`config.mk`:
```
export PLATFORM = sky130hd
export DESIGN_NAME = go_back_n_arq_engine
export DESIGN_NICKNAME = d
export VERILOG_FILES = /design/src/gbn_pkg.sv /design/src/go_back_n_arq_engine.sv /design/src/gbn_ram.sv /design/src/gbn_dpath.sv /design/src/gbn_ctrl.sv
export SDC_FILE = /design/constraint.sdc
export NUM_CORES = 1
export LEC_CHECK = 0
export BUFFER_PORTS_ARGS = -buffer_cell sky130_fd_sc_hd__buf_2
export CAP_MARGIN = 0
export CORE_ASPECT_RATIO = 1.25
export CORE_MARGIN = 5
export CORE_UTILIZATION = 52
export CTS_BUF_LIST = sky130_fd_sc_hd__clkbuf_8
export CTS_CLUSTER_DIAMETER = 40
export CTS_CLUSTER_SIZE = 8
export DETAILED_ROUTE_END_ITERATION = 8
export GPL_TIMING_DRIVEN = 0
export PLACE_DENSITY = 0.7
export SLEW_MARGIN = 20
export SYNTH_ARGS = -nofsm -noshare
export SYNTH_HDL_FRONTEND = slang
export SYNTH_SLANG_ARGS = --single-unit
```
`constraint.sdc`:
```
create_clock -name i_clk -period 8.7 [get_ports i_clk]
set_clock_uncertainty 0.05 [all_clocks]
set_input_delay 1.305 -clock i_clk [delete_from_list [all_inputs] [get_ports i_clk]]
set_output_delay 1.305 -clock i_clk [all_outputs]
set_load 0.005 [all_outputs]
```
`src/gbn_pkg.sv`:
```
`timescale 1ns / 1ps

package gbn_pkg;

    // Sequence numbers run modulo MAX_SEQ + 1
    localparam int SEQ_W  = 3;
    localparam int CNT_W  = 4;
    localparam int DATA_W = 32;
    localparam int SEQ_DEPTH = 8;

    localparam logic [SEQ_W-1:0] MAX_SEQ = 3'd7;
    localparam logic [CNT_W-1:0] MAX_CNT = 4'd7;

    typedef enum logic [1:0] {
        CMD_PACKET   = 2'd0,
        CMD_FRAME    = 2'd1,
        CMD_CKSUM    = 2'd2,
        CMD_TIMEOUT  = 2'd3
    } t_cmd;

    typedef enum logic [1:0] {
        KIND_SEND    = 2'd0,
        KIND_DELIVER = 2'd1,
        KIND_STOP    = 2'd2,
        KIND_STATUS  = 2'd3
    } t_kind;

    typedef enum logic [2:0] {
        S_IDLE,
        S_PKT,
        S_DELIVER,
        S_RELEASE,
        S_RS_WAIT,
        S_RS_EMIT,
        S_STATUS
    } t_state;

    // Commands from controller to datapath
    typedef struct packed {
        logic latch;
        logic start_resend;
        logic send_new;
        logic set_drop;
        logic deliver;
        logic release_frame;
        logic resend;
        logic status;
    } t_ctrl;

    // Status from datapath to controller
    typedef struct packed {
        logic full;
        logic match;
        logic release_ok;
        logic resend_more;
        logic out_free;
    } t_stat;

    function automatic logic [SEQ_W-1:0] seq_inc(input logic [SEQ_W-1:0] s);
        seq_inc = (s == MAX_SEQ) ? '0 : s + SEQ_W'(1);
    endfunction

    function automatic logic [SEQ_W-1:0] seq_dec(input logic [SEQ_W-1:0] s);
        seq_dec = (s == '0) ? MAX_SEQ : s - SEQ_W'(1);
    endfunction

    // a <= b < c circularly
    function automatic logic in_window(input logic [SEQ_W-1:0] a,
                                       input logic [SEQ_W-1:0] b,
                                       input logic [SEQ_W-1:0] c);
        in_window = ((a <= b) && (b < c)) || ((c < a) && (a <= b)) ||
                    ((b < c) && (c < a));
    endfunction

endpackage

```
`src/go_back_n_arq_engine.sv`:
```
`timescale 1ns / 1ps

// Channel   Direction  Handshake          Fields
// request   in         i_valid / o_ready  i_command, i_payload, i_rx_seq, i_rx_ack
// result    out        o_valid / i_ready  o_kind, o_out_seq, o_out_ack, o_out_data,
//                                         o_network_enable, o_dropped, o_last
//
// One request at a time; each result passes through the output register, and
// each request ends with a status result. A packet sends or is refused, a frame
// delivers and releases, a timeout resends via the registered packet RAM read.
// Reset (synchronous, active low) empties the window; the packet RAM is not cleared.
// A stalled result holds the controller; the next request is taken once the
// status result is loaded, even while it waits to be taken.

module go_back_n_arq_engine #(
    parameter int PACKET_BITS = 32
) (
    input  logic                        i_clk,
    input  logic                        i_rst_n,
    input  logic                        i_valid,
    output logic                        o_ready,
    input  logic [1:0]                  i_command,
    input  logic [gbn_pkg::DATA_W-1:0]  i_payload,
    input  logic [gbn_pkg::SEQ_W-1:0]   i_rx_seq,
    input  logic [gbn_pkg::SEQ_W-1:0]   i_rx_ack,
    output logic                        o_valid,
    input  logic                        i_ready,
    output logic [1:0]                  o_kind,
    output logic [gbn_pkg::SEQ_W-1:0]   o_out_seq,
    output logic [gbn_pkg::SEQ_W-1:0]   o_out_ack,
    output logic [gbn_pkg::DATA_W-1:0]  o_out_data,
    output logic                        o_network_enable,
    output logic                        o_dropped,
    output logic                        o_last
);

    import gbn_pkg::*;

    // Packets wider than the port carry only the port's bits
    localparam int STORE_W = (PACKET_BITS < DATA_W) ? PACKET_BITS : DATA_W;

    t_ctrl ctrl;
    t_stat stat;

    gbn_ctrl u_ctrl (
        .i_clk     (i_clk),
        .i_rst_n   (i_rst_n),
        .i_valid   (i_valid),
        .i_command (i_command),
        .i_stat    (stat),
        .o_ctrl    (ctrl),
        .o_ready   (o_ready)
    );

    gbn_dpath #(
        .STORE_W (STORE_W)
    ) u_dpath (
        .i_clk            (i_clk),
        .i_rst_n          (i_rst_n),
        .i_ctrl           (ctrl),
        .o_stat           (stat),
        .i_payload        (i_payload),
        .i_rx_seq         (i_rx_seq),
        .i_rx_ack         (i_rx_ack),
        .i_ready          (i_ready),
        .o_valid          (o_valid),
        .o_kind           (o_kind),
        .o_out_seq        (o_out_seq),
        .o_out_ack        (o_out_ack),
        .o_out_data       (o_out_data),
        .o_network_enable (o_network_enable),
        .o_dropped        (o_dropped),
        .o_last           (o_last)
    );

endmodule

```
`src/gbn_ram.sv`:
```
`timescale 1ns / 1ps

module gbn_ram #(
    parameter int WIDTH = 32,
    parameter int DEPTH = 8
) (
    input  logic                     i_clk,
    input  logic                     i_we,
    input  logic [$clog2(DEPTH)-1:0] i_waddr,
    input  logic [WIDTH-1:0]         i_wdata,
    input  logic [$clog2(DEPTH)-1:0] i_raddr,
    output logic [WIDTH-1:0]         o_rdata
);

    logic [WIDTH-1:0] r_mem [DEPTH];
    logic [WIDTH-1:0] r_rdata;

    // Write one entry, register the read
    always_ff @(posedge i_clk) begin
        if (i_we) begin
            r_mem[i_waddr] <= i_wdata;
        end
        r_rdata <= r_mem[i_raddr];
    end

    assign o_rdata = r_rdata;

endmodule

```
`src/gbn_dpath.sv`:
```
`timescale 1ns / 1ps

module gbn_dpath #(
    parameter int STORE_W = 32
) (
    input  logic                        i_clk,
    input  logic                        i_rst_n,
    input  gbn_pkg::t_ctrl              i_ctrl,
    output gbn_pkg::t_stat              o_stat,
    input  logic [gbn_pkg::DATA_W-1:0]  i_payload,
    input  logic [gbn_pkg::SEQ_W-1:0]   i_rx_seq,
    input  logic [gbn_pkg::SEQ_W-1:0]   i_rx_ack,
    input  logic                        i_ready,
    output logic                        o_valid,
    output logic [1:0]                  o_kind,
    output logic [gbn_pkg::SEQ_W-1:0]   o_out_seq,
    output logic [gbn_pkg::SEQ_W-1:0]   o_out_ack,
    output logic [gbn_pkg::DATA_W-1:0]  o_out_data,
    output logic                        o_network_enable,
    output logic                        o_dropped,
    output logic                        o_last
);

    import gbn_pkg::*;

    // Window state
    logic [SEQ_W-1:0]   r_nts, n_nts;
    logic [SEQ_W-1:0]   r_oldest, n_oldest;
    logic [SEQ_W-1:0]   r_exp, n_exp;
    logic [CNT_W-1:0]   r_count, n_count;
    logic [CNT_W-1:0]   r_idx, n_idx;
    logic               r_drop, n_drop;

    // Latched request
    logic [STORE_W-1:0] r_payload;
    logic [SEQ_W-1:0]   r_rx_seq;
    logic [SEQ_W-1:0]   r_rx_ack;

    // Output register
    logic               r_out_valid, n_out_valid;
    t_kind              r_kind, n_kind;
    logic [SEQ_W-1:0]   r_seq, n_seq;
    logic [SEQ_W-1:0]   r_ack, n_ack;
    logic [DATA_W-1:0]  r_data, n_data;
    logic               r_en, n_en;
    logic               r_drop_o, n_drop_o;
    logic               r_last, n_last;

    logic [STORE_W-1:0] ram_rdata;
    logic [DATA_W-1:0]  payload_ext;
    logic [DATA_W-1:0]  ram_ext;
    logic               emit;

    gbn_ram #(
        .WIDTH (STORE_W),
        .DEPTH (SEQ_DEPTH)
    ) u_store (
        .i_clk   (i_clk),
        .i_we    (i_ctrl.send_new),
        .i_waddr (r_nts),
        .i_wdata (r_payload),
        .i_raddr (r_nts),
        .o_rdata (ram_rdata)
    );

    // Widen stored packets to the port width
    always_comb begin
        payload_ext = '0;
        payload_ext[STORE_W-1:0] = r_payload;
        ram_ext = '0;
        ram_ext[STORE_W-1:0] = ram_rdata;
    end

    // Status to the controller
    always_comb begin
        o_stat.full        = (r_count >= MAX_CNT);
        o_stat.match       = (r_rx_seq <= MAX_SEQ) && (r_rx_seq == r_exp);
        o_stat.release_ok  = (r_rx_ack <= MAX_SEQ) && (r_count != '0) &&
                             in_window(r_oldest, r_rx_ack, r_nts);
        o_stat.resend_more = (r_idx < r_count);
        o_stat.out_free    = !r_out_valid || i_ready;
    end

    assign emit = i_ctrl.send_new || i_ctrl.deliver || i_ctrl.release_frame ||
                  i_ctrl.resend || i_ctrl.status;

    // Advance window state
    always_comb begin
        n_nts    = r_nts;
        n_oldest = r_oldest;
        n_exp    = r_exp;
        n_count  = r_count;
        n_idx    = r_idx;
        n_drop   = r_drop;
        if (i_ctrl.latch) begin
            n_drop = 1'b0;
        end
        if (i_ctrl.start_resend) begin
            n_nts = r_oldest;
            n_idx = '0;
        end
        if (i_ctrl.set_drop) begin
            n_drop = 1'b1;
        end
        if (i_ctrl.send_new) begin
            n_nts   = seq_inc(r_nts);
            n_count = r_count + CNT_W'(1);
        end
        if (i_ctrl.deliver) begin
            n_exp = seq_inc(r_exp);
        end
        if (i_ctrl.release_frame) begin
            n_oldest = seq_inc(r_oldest);
            n_count  = r_count - CNT_W'(1);
        end
        if (i_ctrl.resend) begin
            n_nts = seq_inc(r_nts);
            n_idx = r_idx + CNT_W'(1);
        end
    end

    // Build the next result
    always_comb begin
        n_out_valid = r_out_valid;
        n_kind      = r_kind;
        n_seq       = r_seq;
        n_ack       = r_ack;
        n_data      = r_data;
        n_en        = r_en;
        n_drop_o    = r_drop_o;
        n_last      = r_last;
        if (emit) begin
            n_out_valid = 1'b1;
            n_kind      = KIND_STATUS;
            n_seq       = '0;
            n_ack       = '0;
            n_data      = '0;
            n_en        = 1'b0;
            n_drop_o    = 1'b0;
            n_last      = 1'b0;
            if (i_ctrl.send_new) begin
                n_kind = KIND_SEND;
                n_seq  = r_nts;
                n_ack  = seq_dec(r_exp);
                n_data = payload_ext;
            end else if (i_ctrl.resend) begin
                n_kind = KIND_SEND;
                n_seq  = r_nts;
                n_ack  = seq_dec(r_exp);
                n_data = ram_ext;
            end else if (i_ctrl.deliver) begin
                n_kind = KIND_DELIVER;
                n_seq  = r_rx_seq;
                n_data = payload_ext;
            end else if (i_ctrl.release_frame) begin
                n_kind = KIND_STOP;
                n_seq  = r_oldest;
            end else begin
                n_en     = (r_count < MAX_CNT);
                n_drop_o = r_drop;
                n_last   = 1'b1;
            end
        end else if (i_ready) begin
            n_out_valid = 1'b0;
        end
    end

    // Control registers
    always_ff @(posedge i_clk) begin
        if (!i_rst_n) begin
            r_nts       <= '0;
            r_oldest    <= '0;
            r_exp       <= '0;
            r_count     <= '0;
            r_idx       <= '0;
            r_drop      <= 1'b0;
            r_out_valid <= 1'b0;
        end else begin
            r_nts       <= n_nts;
            r_oldest    <= n_oldest;
            r_exp       <= n_exp;
            r_count     <= n_count;
            r_idx       <= n_idx;
            r_drop      <= n_drop;
            r_out_valid <= n_out_valid;
        end
    end

    // Payload registers
    always_ff @(posedge i_clk) begin
        if (i_ctrl.latch) begin
            r_payload <= i_payload[STORE_W-1:0];
            r_rx_seq  <= i_rx_seq;
            r_rx_ack  <= i_rx_ack;
        end
        r_kind   <= n_kind;
        r_seq    <= n_seq;
        r_ack    <= n_ack;
        r_data   <= n_data;
        r_en     <= n_en;
        r_drop_o <= n_drop_o;
        r_last   <= n_last;
    end

    assign o_valid          = r_out_valid;
    assign o_kind           = r_kind;
    assign o_out_seq        = r_seq;
    assign o_out_ack        = r_ack;
    assign o_out_data       = r_data;
    assign o_network_enable = r_en;
    assign o_dropped        = r_drop_o;
    assign o_last           = r_last;

`ifndef SYNTHESIS
    a_count_bound: assert property (@(posedge i_clk) disable iff (!i_rst_n)
        r_count <= MAX_CNT)
        else $error("outstanding count above window size");

    a_window_span: assert property (@(posedge i_clk) disable iff (!i_rst_n)
        i_ctrl.status |-> ({1'b0, r_nts - r_oldest} == r_count))
        else $error("window span disagrees with outstanding count");

    a_status_only: assert property (@(posedge i_clk) disable iff (!i_rst_n)
        (r_out_valid && !r_last) |-> (!r_en && !r_drop_o))
        else $error("flag set on a result that is not status");

    a_emit_free: assert property (@(posedge i_clk) disable iff (!i_rst_n)
        emit |-> o_stat.out_free)
        else $error("result loaded over a pending one");
`endif

endmodule

```
`src/gbn_ctrl.sv`:
```
`timescale 1ns / 1ps

module gbn_ctrl (
    input  logic           i_clk,
    input  logic           i_rst_n,
    input  logic           i_valid,
    input  logic [1:0]     i_command,
    input  gbn_pkg::t_stat i_stat,
    output gbn_pkg::t_ctrl o_ctrl,
    output logic           o_ready
);

    import gbn_pkg::*;

    t_state r_state, n_state;
    logic   accept;

    assign accept = (r_state == S_IDLE) && i_valid;

    // Next state
    always_comb begin
        n_state = r_state;
        case (r_state)
            S_IDLE: begin
                if (i_valid) begin
                    case (t_cmd'(i_command))
                        CMD_PACKET:  n_state = S_PKT;
                        CMD_FRAME:   n_state = S_DELIVER;
                        CMD_TIMEOUT: n_state = S_RS_WAIT;
                        default:     n_state = S_STATUS;
                    endcase
                end
            end
            S_PKT: begin
                if (i_stat.full || i_stat.out_free) begin
                    n_state = S_STATUS;
                end
            end
            S_DELIVER: begin
                if (!i_stat.match || i_stat.out_free) begin
                    n_state = S_RELEASE;
                end
            end
            S_RELEASE: begin
                if (!i_stat.release_ok) begin
                    n_state = S_STATUS;
                end
            end
            S_RS_WAIT: n_state = S_RS_EMIT;
            S_RS_EMIT: begin
                if (!i_stat.resend_more) begin
                    n_state = S_STATUS;
                end else if (i_stat.out_free) begin
                    n_state = S_RS_WAIT;
                end
            end
            S_STATUS: begin
                if (i_stat.out_free) begin
                    n_state = S_IDLE;
                end
            end
            default: n_state = S_IDLE;
        endcase
    end

    // Commands to the datapath
    always_comb begin
        o_ctrl = '0;
        o_ctrl.latch        = accept;
        o_ctrl.start_resend = accept && (t_cmd'(i_command) == CMD_TIMEOUT);
        case (r_state)
            S_PKT: begin
                o_ctrl.set_drop = i_stat.full;
                o_ctrl.send_new = !i_stat.full && i_stat.out_free;
            end
            S_DELIVER: o_ctrl.deliver = i_stat.match && i_stat.out_free;
            S_RELEASE: o_ctrl.release_frame = i_stat.release_ok && i_stat.out_free;
            S_RS_EMIT: o_ctrl.resend = i_stat.resend_more && i_stat.out_free;
            S_STATUS:  o_ctrl.status = i_stat.out_free;
            default: ;
        endcase
    end

    assign o_ready = (r_state == S_IDLE);

    always_ff @(posedge i_clk) begin
        if (!i_rst_n) begin
            r_state <= S_IDLE;
        end else begin
            r_state <= n_state;
        end
    end

`ifndef SYNTHESIS
    a_status_ends: assert property (@(posedge i_clk) disable iff (!i_rst_n)
        (r_state == S_STATUS && i_stat.out_free) |=> (r_state == S_IDLE))
        else $error("status result did not close the request");

    a_one_result: assert property (@(posedge i_clk) disable iff (!i_rst_n)
        $onehot0({o_ctrl.send_new, o_ctrl.deliver, o_ctrl.release_frame,
                  o_ctrl.resend, o_ctrl.status}))
        else $error("more than one result loaded in a cycle");

    a_latch_idle: assert property (@(posedge i_clk) disable iff (!i_rst_n)
        o_ctrl.latch |-> (o_ready && i_valid))
        else $error("request latched while busy");
`endif

endmodule

```
-- Word-level counts from Yosys, hierarchy flattened
Memories as Yosys holds them, arrays and structs flattened. A register that Yosys moved wholly into a read port is not among the register bits.
Index checks and enable logic that the tools add are counted.
W data, S select, Z words.
- $add $sub $neg: 7
- multiply operators: 0
- divide/modulo/power cells: 0
- order comparisons: 8
- equality and inequality tests: 18
- shift-type cells: 0
- multiplexer cells: 43
- bitwise gates (word level): 0
- reduce and logical (&&, ||, !) cells: 37
- operators with widths (cell ; number):
    $mux W32 ; 3
    $mux W3 ; 20
    $pmux W3 S7 ; 1
    $eq A3 B3 Y1 const B ; 6
    $mux W4 ; 4
    $mux W1 ; 13
    $logic_and A1 B1 Y1 ; 12
    $add A3 B1 Y3 const B ; 3
    $logic_or A1 B1 Y1 ; 9
    $pmux W3 S3 ; 1
    $add A4 B1 Y4 const B ; 2
    $reduce_bool A2 Y1 ; 4
    $eq A3 B2 Y1 const B ; 2
    $le A3 B3 Y1 const B ; 2
    $logic_not A3 Y1 ; 2
    $lt A3 B3 Y1 ; 2
    $ne A2 B1 Y1 const B ; 3
    $reduce_and A6 Y1 ; 1
    $ge A4 B3 Y1 const B ; 1
    $lt A4 B3 Y1 const B ; 1
    $lt A4 B4 Y1 ; 1
    $ne A2 B2 Y1 const B ; 2
    $reduce_bool A4 Y1 ; 1
    $reduce_or A4 Y1 ; 1
    other kinds (14) ; 16
- flip-flop bits (word level): 103
- latch bits: 0
- RAM bits: 256
- bits in read-only memories: 0
- output and inout bits: 45
- word-level logic and storage cells: 133
- memories kept: 1
- memory list (name ; words ; bits a word ; rd ports ; clocked after memory_dff ; wr ports ; RTL line ; text):
    u_dpath.u_store.r_mem ; 8 ; 32 ; 1 ; 1 ; 1 ; gbn_ram.sv:15 ; logic [WIDTH-1:0] r_mem [DEPTH];

-- Logic depth before layout (Yosys ltp)
Gate-level depths: netlist of run 1.
- depth after elaboration: 11
- depth in mapped cells: 13

-- Cells and area by module
A second synthesis of run 1 with hierarchy kept.
- cell total of the unflattened synthesis: 759
- area, all modules: 15051.9 um^2
- by module, submodules not included (module ; times used ; cells each ; area an instance (um^2) ; seq. area each (um^2)):
    gbn_ram ; 1 ; 415 ; 10466.3 ; 8328.0
    gbn_dpath ; 1 ; 292 ; 4205.3 ; 2812.7
    gbn_ctrl ; 1 ; 52 ; 380.4 ; 60.1

-- Worst setup path before layout of run 1
Ideal clock, no wire load.
- path type: in2reg
- from: in i_ready
- to: reg u_dpath.r_drop_o, in the netlist u_dpath.o_dropped (enable)
- setup time: 0.503 ns
- arrival: 4.430 ns
- required time: 8.147 ns
- setup slack: 3.717 ns
- stages on the path: 2
- buffers on the path: 0
- cells stage by stage: nor2b_1 > o21ai_0
- longest elaborated chain between the ends: 7
- elaborated cells between the ends (all ways): 14
- those cells by class: mux: 5; reduce/logical: 9
- ends and longest elaborated chain (what ; RTL line ; text):
    start, declared ; go_back_n_arq_engine.sv:27 ; input logic i_ready,
    $logic_or A1 B1 Y1 * ; gbn_dpath.sv:81 ; o_stat.out_free = !r_out_valid || i_ready;
    $logic_and A1 B1 Y1, on equally long branches ; gbn_ctrl.sv:74, gbn_ctrl.sv:76 ;
    $mux W2 / $mux W1 (equally long branches) ; gbn_ctrl.sv:71 ; case (r_state)
    $logic_or A1 B1 Y1 (3 in a row) ; gbn_dpath.sv:84 ; assign emit = i_ctrl.send_new || i_ctrl.deliver || i_ctrl.release_frame ||
    $logic_or A1 B1 Y1 * ; gbn_dpath.sv:85 ; i_ctrl.resend || i_ctrl.status;
    net u_dpath.emit ; gbn_dpath.sv:52 ; logic emit;
    end signal, assigned ; gbn_dpath.sv:201 ; r_drop_o <= n_drop_o;
    end, declared ; gbn_dpath.sv:46 ; logic r_drop_o, n_drop_o;
The timed path passes the listed nets; every way through them passes the cells marked *.
A chain may end at the register's enable or synchronous reset.

-- Worst setup path in the final report of run 1
- from: reg u_dpath.r_nts[2]
- to: mem u_dpath.u_store.r_mem[6][13] (enable)
- RTL lines (what ; RTL line ; text):
    start, declared ; gbn_dpath.sv:27 ; logic [SEQ_W-1:0] r_nts, n_nts;
    start signal, assigned ; gbn_dpath.sv:179 ; r_nts <= n_nts;
    end, declared ; gbn_ram.sv:15 ;
No word-level cell before the write port.

==> results of run 1 <==
critical path, cell delays in order (launching register included):
cell and delay, ps:
dfxtp_1 370, clkbuf_1 390, inv_1 220, nor3_1 1050, clkbuf_1 720, and3_2 640
buf_12 250
power by group:
group | internal [mW] | total [mW] | switching (mW)
clock network | 0.608 | 1.26 | 0.651
logic | 0.241 | 0.689 | 0.448
registers | 2.33 | 2.45 | 0.114
total | 3.18 | 4.39 | 1.21
cell families after synthesis:
family          after synthesis  synth area share (%)
fa+ha+maj                    25                  2.27
compound gates              208                  11.2
xor+xnor                      6                 0.372
buf+inv                      65                  1.81
flops                       391                  79.2
mux                           8                 0.566
simple gates                121                  4.58
routing by layer:
metal / up-vias / wire (um) / GRT usage (%)
met5: - / 0 / 0
met4: 0 / 764 / 6.63
met3: 63 / 2430 / 3.76
met2: 396 / 16300 / 35.3
met1: 4055 / 13200 / 28.5
li1: 3673 / - / -
sequential cells by signal (all words and copies together), names as in the netlist, 2 cells and up:
name,flops
u_dpath.r_rx_seq,3
u_dpath.o_out_data,32
u_dpath.r_nts,3
u_dpath.r_idx,4
u_dpath.u_store.o_rdata,32
u_dpath.u_store.r_mem,256
u_dpath.payload_ext,32
u_ctrl.r_state,3
u_dpath.o_kind,2
u_dpath.r_oldest,3
u_dpath.r_count,4
u_dpath.r_exp,3
u_dpath.r_rx_ack,3
u_dpath.o_out_ack,3
u_dpath.o_out_seq,3
placed cells by master (no fill, tap or decap), types with 24 or more instances in the layout:
cell / netlist / layout
nand4_1: 35 / 35
dfxtp_1: 54 / 54
ha_1: 24 / 24
a22oi_1: 129 / 129
clkbuf_8: 0 / 57
buf_2: 7 / 95
a22o_1: 32 / 32
inv_1: 23 / 58
edfxtp_1: 337 / 337
clkbuf_1: 34 / 34
stage by stage:
step / hold WS, ps / instances
after CTS: 427 / 1378
after global placement: 402 / 1257
final: 422 / 1378
after global routing: 440 / 1378
after floorplan: 394 / 824
after detailed placement: 408 / 1279
layout make-up:
class	instances	area (um2)	area share, %
Buffer	42	170	1.04
Clock buffer	57	785	4.81
Clock inverter	42	184	1.13
Inverter	23	86.3	0.529
Multi-Input combinational cell	368	2710	16.6
Sequential cell	391	11200	68.6
Tap cell	345	432	2.64
Timing Repair Buffer	110	751	4.60
final timing paths:
| path | startpoint | end | cells after the start |
|---|---|---|---|
| worst min register to register | u_dpath.u_store.r_mem[7][24]$_DFFE_PP_ | u_dpath.u_store.o_rdata[24]$_DFF_P_ | 2 |
| worst max-delay path | u_dpath.r_nts[2]$_SDFFE_PN0P_ | u_dpath.u_store.r_mem[6][13]$_DFFE_PP_ | 6 |
| worst min-delay path | u_dpath.u_store.r_mem[7][24]$_DFFE_PP_ | u_dpath.u_store.o_rdata[24]$_DFF_P_ | 2 |
| worst max register to register | u_dpath.r_nts[2]$_SDFFE_PN0P_ | u_dpath.u_store.r_mem[6][13]$_DFFE_PP_ | 6 |
==> flow_summary_export.csv, run 1 <==
group,metric,value,unit
critical_path,endpoint_kind,"flip-flop",
drt,drt_iter0_drc,760,
clocking,clock-root-buffer,"clkbuf_8",
outcome,status,"completed",
yosys,syn_avg_cell_area,17.2,um2
power_and_ir_drop,finalPower,4.39,mW
timing,final_max_slew_viol_count,0,
clocking,cts_setup_buffers,0,
drt,ant_nets,0,
yosys,async_flop_share,0,%
global_route,grt_pass1_vias,8236,
critical_path,cp.arrival,4240,ps
yosys,synth_common_cells,"337 x edfxtp_1, 129 x a22oi_1, 54 x dfxtp_1",
yosys,synth_ff_type,"edfxtp_1",
global_route,grt.total_usage,21.2,%
clocking,path_clk_slew,60,ps
critical_path,crit_required,8930,ps
final_layout,drive_above_1_share,19.0,%
yosys,netlist-cell-type-count,47,
clocking,clkSinkCount,391,
yosys,synth_warnings,0,
yosys,post-synth-top-area-cell,"edfxtp_1",
timing,setup_tns,0,ps
drt,viasPerCell,5.94,
job,drv_cap,0,
final_layout,num_antenna_cells,0,
power_and_ir_drop,peakVddDrop,142,uV
drt,drc_errors,0,
global_route,grt_max_degree,25,
clocking,clock_path_buffers,3,
placed_design,dpl_cell_area,0.0154,mm2
clocking,postCtsHoldBufs,0,
drt,vias,8187,
timing,grt_setup_unrepaired,"no",
clocking,cts-buffers-inserted,56,
clocking,cts_max_level,2,
drt,drt_first_pass_iters,7,
timing,setup-violations-final,0,
timing,maxSlewHeadroom,15.0,%
final_layout,fillers,1986,
yosys,seq_area_frac_synth,79.2,%
placed_design,portBuffers,88,
critical_path,r2r_slack,4690,ps
clocking,clock_latency,590,ps
yosys,synth_area,0.0141,mm2
power_and_ir_drop,power_density,269,mW/mm2
die,design.die.area,0.0306,mm2
final_layout,syn_to_final_growth,15.4,%
final_layout,utilization,60.8,%
placed_design,dpl.hpwl,20700,um
global_route,antenna_found_initial,0,
hold_path,holdCritPathClass,"reg2reg",
global_route,grt_overflow,0,
yosys,synth_area_leaders,"edfxtp_1 72%, dfxtp_1 7.6%, a22oi_1 6.9%",
yosys,netlist_instances,824,
final_layout,layout.nets,1061,
clocking,cts_resized,0,
critical_path,startpoint_type,"flip-flop",
die,initial_core_util,52.7,%
yosys,yosys_register_bits,391,
clocking,cts_tree,"yes",
die,row_count,67,
yosys,synth_top_area_share,71.6,%
drt,drt-total-wl,32600,um
placed_design,place_ws,4870,ps
global_route,grt_first_pass_wirelength,48900,um
timing,period_minus_slack,4010,ps
critical_path,cp_max_fo,18,
timing,layout_setup_ws,4690,ps
die,io_pins,89,
timing,period_share,46.1,%
die,die_x,157,um
yosys,synth_edf_count,337,
die,core-area,0.0268,mm2
power_and_ir_drop,leakage,5.72,nW
timing,hold_violations,0,
yosys,yosysMostFrequentCell,"edfxtp_1",
placed_design,globalplace.congestion,0.824,
final_layout,final_cell_area,0.0163,mm2
yosys,syn_nets,893,
drt,wl_per_cell,23.7,um
timing,fmaxAchievable,0.250,GHz
die,dieHeight,194,um
critical_path,worstSetupPathType,"reg2reg",
timing,worst_pin_slew,1260,ps
Note: power is estimated with default switching activity, not from simulation.
==> inputs of run 2 (changes only) <==
- ABC_AREA: not set -> 1
- PLACE_DENSITY: 0.7 -> 0.73
- clock period: 8.7 -> 3.51 ns (I/O delays scaled with it)
==> run 2 against run 1 <==
Via count grew 11%. Die area grew 3.8%. Worst hold slack lost 380 ps. First-iteration DRC count grew 15%. Synthesized cell count grew 28%. Final cell count grew 18%. Critical path type unchanged. Critical endpoint is now u_dpath.o_out_ack[0]$_DFFE_PP_. Highest routed layer unchanged.
==> flow_summary_export.csv, run 2 <==
group,metric,value,unit
drt,drt-total-wl,34400,um
global_route,grt_overflow,0,
drt,ant_nets,0,
die,core-area,0.0277,mm2
outcome,status,"completed",
job,drv_cap,0,
global_route,met3_usage,4.66,%
power_and_ir_drop,peakVddDrop,428,uV
yosys,synth_edf_count,337,
final_layout,num_antenna_cells,0,
drt,drc_errors,0,
timing,maxSlewHeadroom,39.2,%
yosys,netlist-cell-type-count,36,
global_route,met1_usage,27.7,%
global_route,grt_first_pass_wirelength,52100,um
yosys,yosys_register_bits,391,
yosys,yosysMostFrequentCell,"edfxtp_1",
yosys,synth_top_area_share,68.8,%
global_route,grt.total_usage,21.6,%
critical_path,cp.arrival,3220,ps
final_layout,layout.cells.most_common,"edfxtp_1",
hold_path,holdCritPathClass,"in2reg",
final_layout,fillers,2039,
global_route,antenna_found_initial,0,
drt,viasPerCell,5.62,
critical_path,worstSetupPathType,"reg2reg",
die,dieHeight,198,um
critical_path,cp_max_fo,20,
clocking,clock_path_buffers,3,
timing,fmaxAchievable,0.338,GHz
global_route,grt_pass1_vias,9104,
clocking,cts_resized,0,
final_layout,regMostFlops,"u_dpath.u_store.r_mem",
timing,worst_pin_slew,912,ps
yosys,syn_avg_cell_area,13.9,um2
clocking,clkSinkCount,391,
yosys,synth_warnings,0,
global_route,busiest_layer,"met2",
final_layout,syn_to_final_growth,17.0,%
clocking,cts_max_level,2,
power_and_ir_drop,power_density,773,mW/mm2
clocking,cts-buffers-inserted,57,
power_and_ir_drop,leakage,6.48,nW
yosys,synth_area_leaders,"edfxtp_1 69%, dfxtp_1 7.4%, nand2_1 5.2%",
placed_design,portBuffers,87,
timing,hold_violations,0,
yosys,syn_nets,1127,
timing,final_max_slew_viol_count,0,
final_layout,utilization,62.0,%
clocking,clock_latency,610,ps
timing,setup-violations-final,0,
final_layout,drive_above_1_share,18.7,%
final_layout,largest_reg_flops,256,
yosys,synth_common_cells,"337 x edfxtp_1, 202 x nand2_1, 100 x inv_1",
global_route,grt_max_degree,24,
drt,vias,9108,
die,die_x,160,um
final_layout,layout.nets,1301,
yosys,synth_ff_type,"edfxtp_1",
yosys,netlist_instances,1058,
critical_path,crit_required,3770,ps
yosys,async_flop_share,0,%
placed_design,dpl.hpwl,22000,um
timing,period_minus_slack,2960,ps
clocking,cts_tree,"yes",
yosys,post-synth-top-area-cell,"edfxtp_1",
placed_design,globalplace.congestion,0.870,
drt,drt_iter0_drc,877,
timing,hold_ws,37.1,ps
critical_path,endpoint_kind,"flip-flop",
die,row_count,68,
critical_path,r2r_slack,550,ps
drt,wl_per_cell,21.2,um
yosys,synth_area,0.0147,mm2
clocking,cts_setup_buffers,0,
global_route,use_met2,36.2,%
clocking,postCtsHoldBufs,12,
clocking,path_clk_slew,60,ps
clocking,clock-root-buffer,"clkbuf_8",
die,design.die.area,0.0318,mm2
die,initial_core_util,53.0,%
final_layout,most-common-layout-cells,"337 x edfxtp_1, 202 x nand2_1, 132 x inv_1",
drt,drt_first_pass_iters,6,
yosys,seq_area_frac_synth,76.2,%
placed_design,dpl_cell_area,0.0160,mm2
critical_path,startpoint_type,"flip-flop",
final_layout,final_cell_area,0.0172,mm2
timing,period_share,84.3,%
die,io_pins,89,
timing,grt_setup_unrepaired,"no",
-- run 2: cell types whose count changed in the layout (fill, tap and decap cells not counted), sizes merged, moves of 12 or more --
cell	before	now
a22oi	129	36
a21oi	8	34
a221oi	0	29
clkbuf	91	73
nor2	23	39
nand2	18	212
inv	60	146
dlygate4sd3	0	12
a22o	32	6
nand3	6	29
o21ai	10	60
-- run 2: kinds of logic after synthesis --
kind of cell             share of synthesized area [%]
flip-flops                                        76.2
AO/OA/AOI/OAI                                     7.56
adder cells (fa/ha/maj)                           2.18
AND/OR/NAND/NOR                                   9.79
XOR/XNOR                                        0.0596
buffers and inverters                             4.22
-- run 2: report_power, final --
group / total [mW] / internal, mW / leakage [nW] / switching (mW)
logic: 3.29 / 1.12 / 2.31 / 2.17
clock network: 3.42 / 1.79 / 0.655 / 1.63
registers: 6.59 / 6.17 / 3.51 / 0.418
total: 13.3 / 9.08 / 6.48 / 4.23
-- run 2: critical path, stage by stage, from the launching register on --
cell	delay [ps]
dfxtp_1	350
buf_2	270
inv_2	120
ha_1	300
nand2_1	70
inv_1	40
nand2_1	60
nand3_2	90
a21oi_4	160
nand3_2	130
buf_6	170
nand2_2	80
inv_1	80
o21ai_4	250
buf_16	240
buf_16	180
-- run 2: cell type report --
cell class | count | area, um2 | share of cell area, %
clock buffer | 60 | 826 | 4.80
inverter | 112 | 425 | 2.47
clock inverter | 38 | 238 | 1.38
sequential | 391 | 11200 | 65.1
tap | 350 | 438 | 2.55
timing repair buffer | 115 | 916 | 5.32
buffer | 36 | 195 | 1.13
multi-input combinational | 519 | 2970 | 17.2
-- run 2: final timing paths --
kind | to | start | cells past startpoint
hold / removal | u_dpath.payload_ext[17]$_DFFE_PP_ | i_payload[17] | 1
setup reg to reg | u_dpath.o_out_ack[0]$_DFFE_PP_ | u_dpath.r_nts[2]$_SDFFE_PN0P_ | 15
hold reg to reg | u_dpath.u_store.o_rdata[23]$_DFF_P_ | u_dpath.u_store.r_mem[7][23]$_DFFE_PP_ | 2
setup / recovery | u_dpath.o_out_ack[0]$_DFFE_PP_ | u_dpath.r_nts[2]$_SDFFE_PN0P_ | 15
-- run 2: per-layer routing --
metal / vias to the layer above / part of all wire (%)
li1: 4180 / -
met1: 4464 / 40
met2: 387 / 49
met3: 77 / 7.2
met4: 0 / 3.1
met5: - / 0
-- run 2: through the flow --
stage	instances	setup TNS, ps	power [mW]	setup WS, ps
floorplan	1058	0	8.45	34.3
global placement	1495	-341130	9.67	-1840
detailed placement	1511	0	9.96	559
CTS	1621	0	13.4	562
global route	1621	0	14.0	369
finish	1621	0	13.3	552
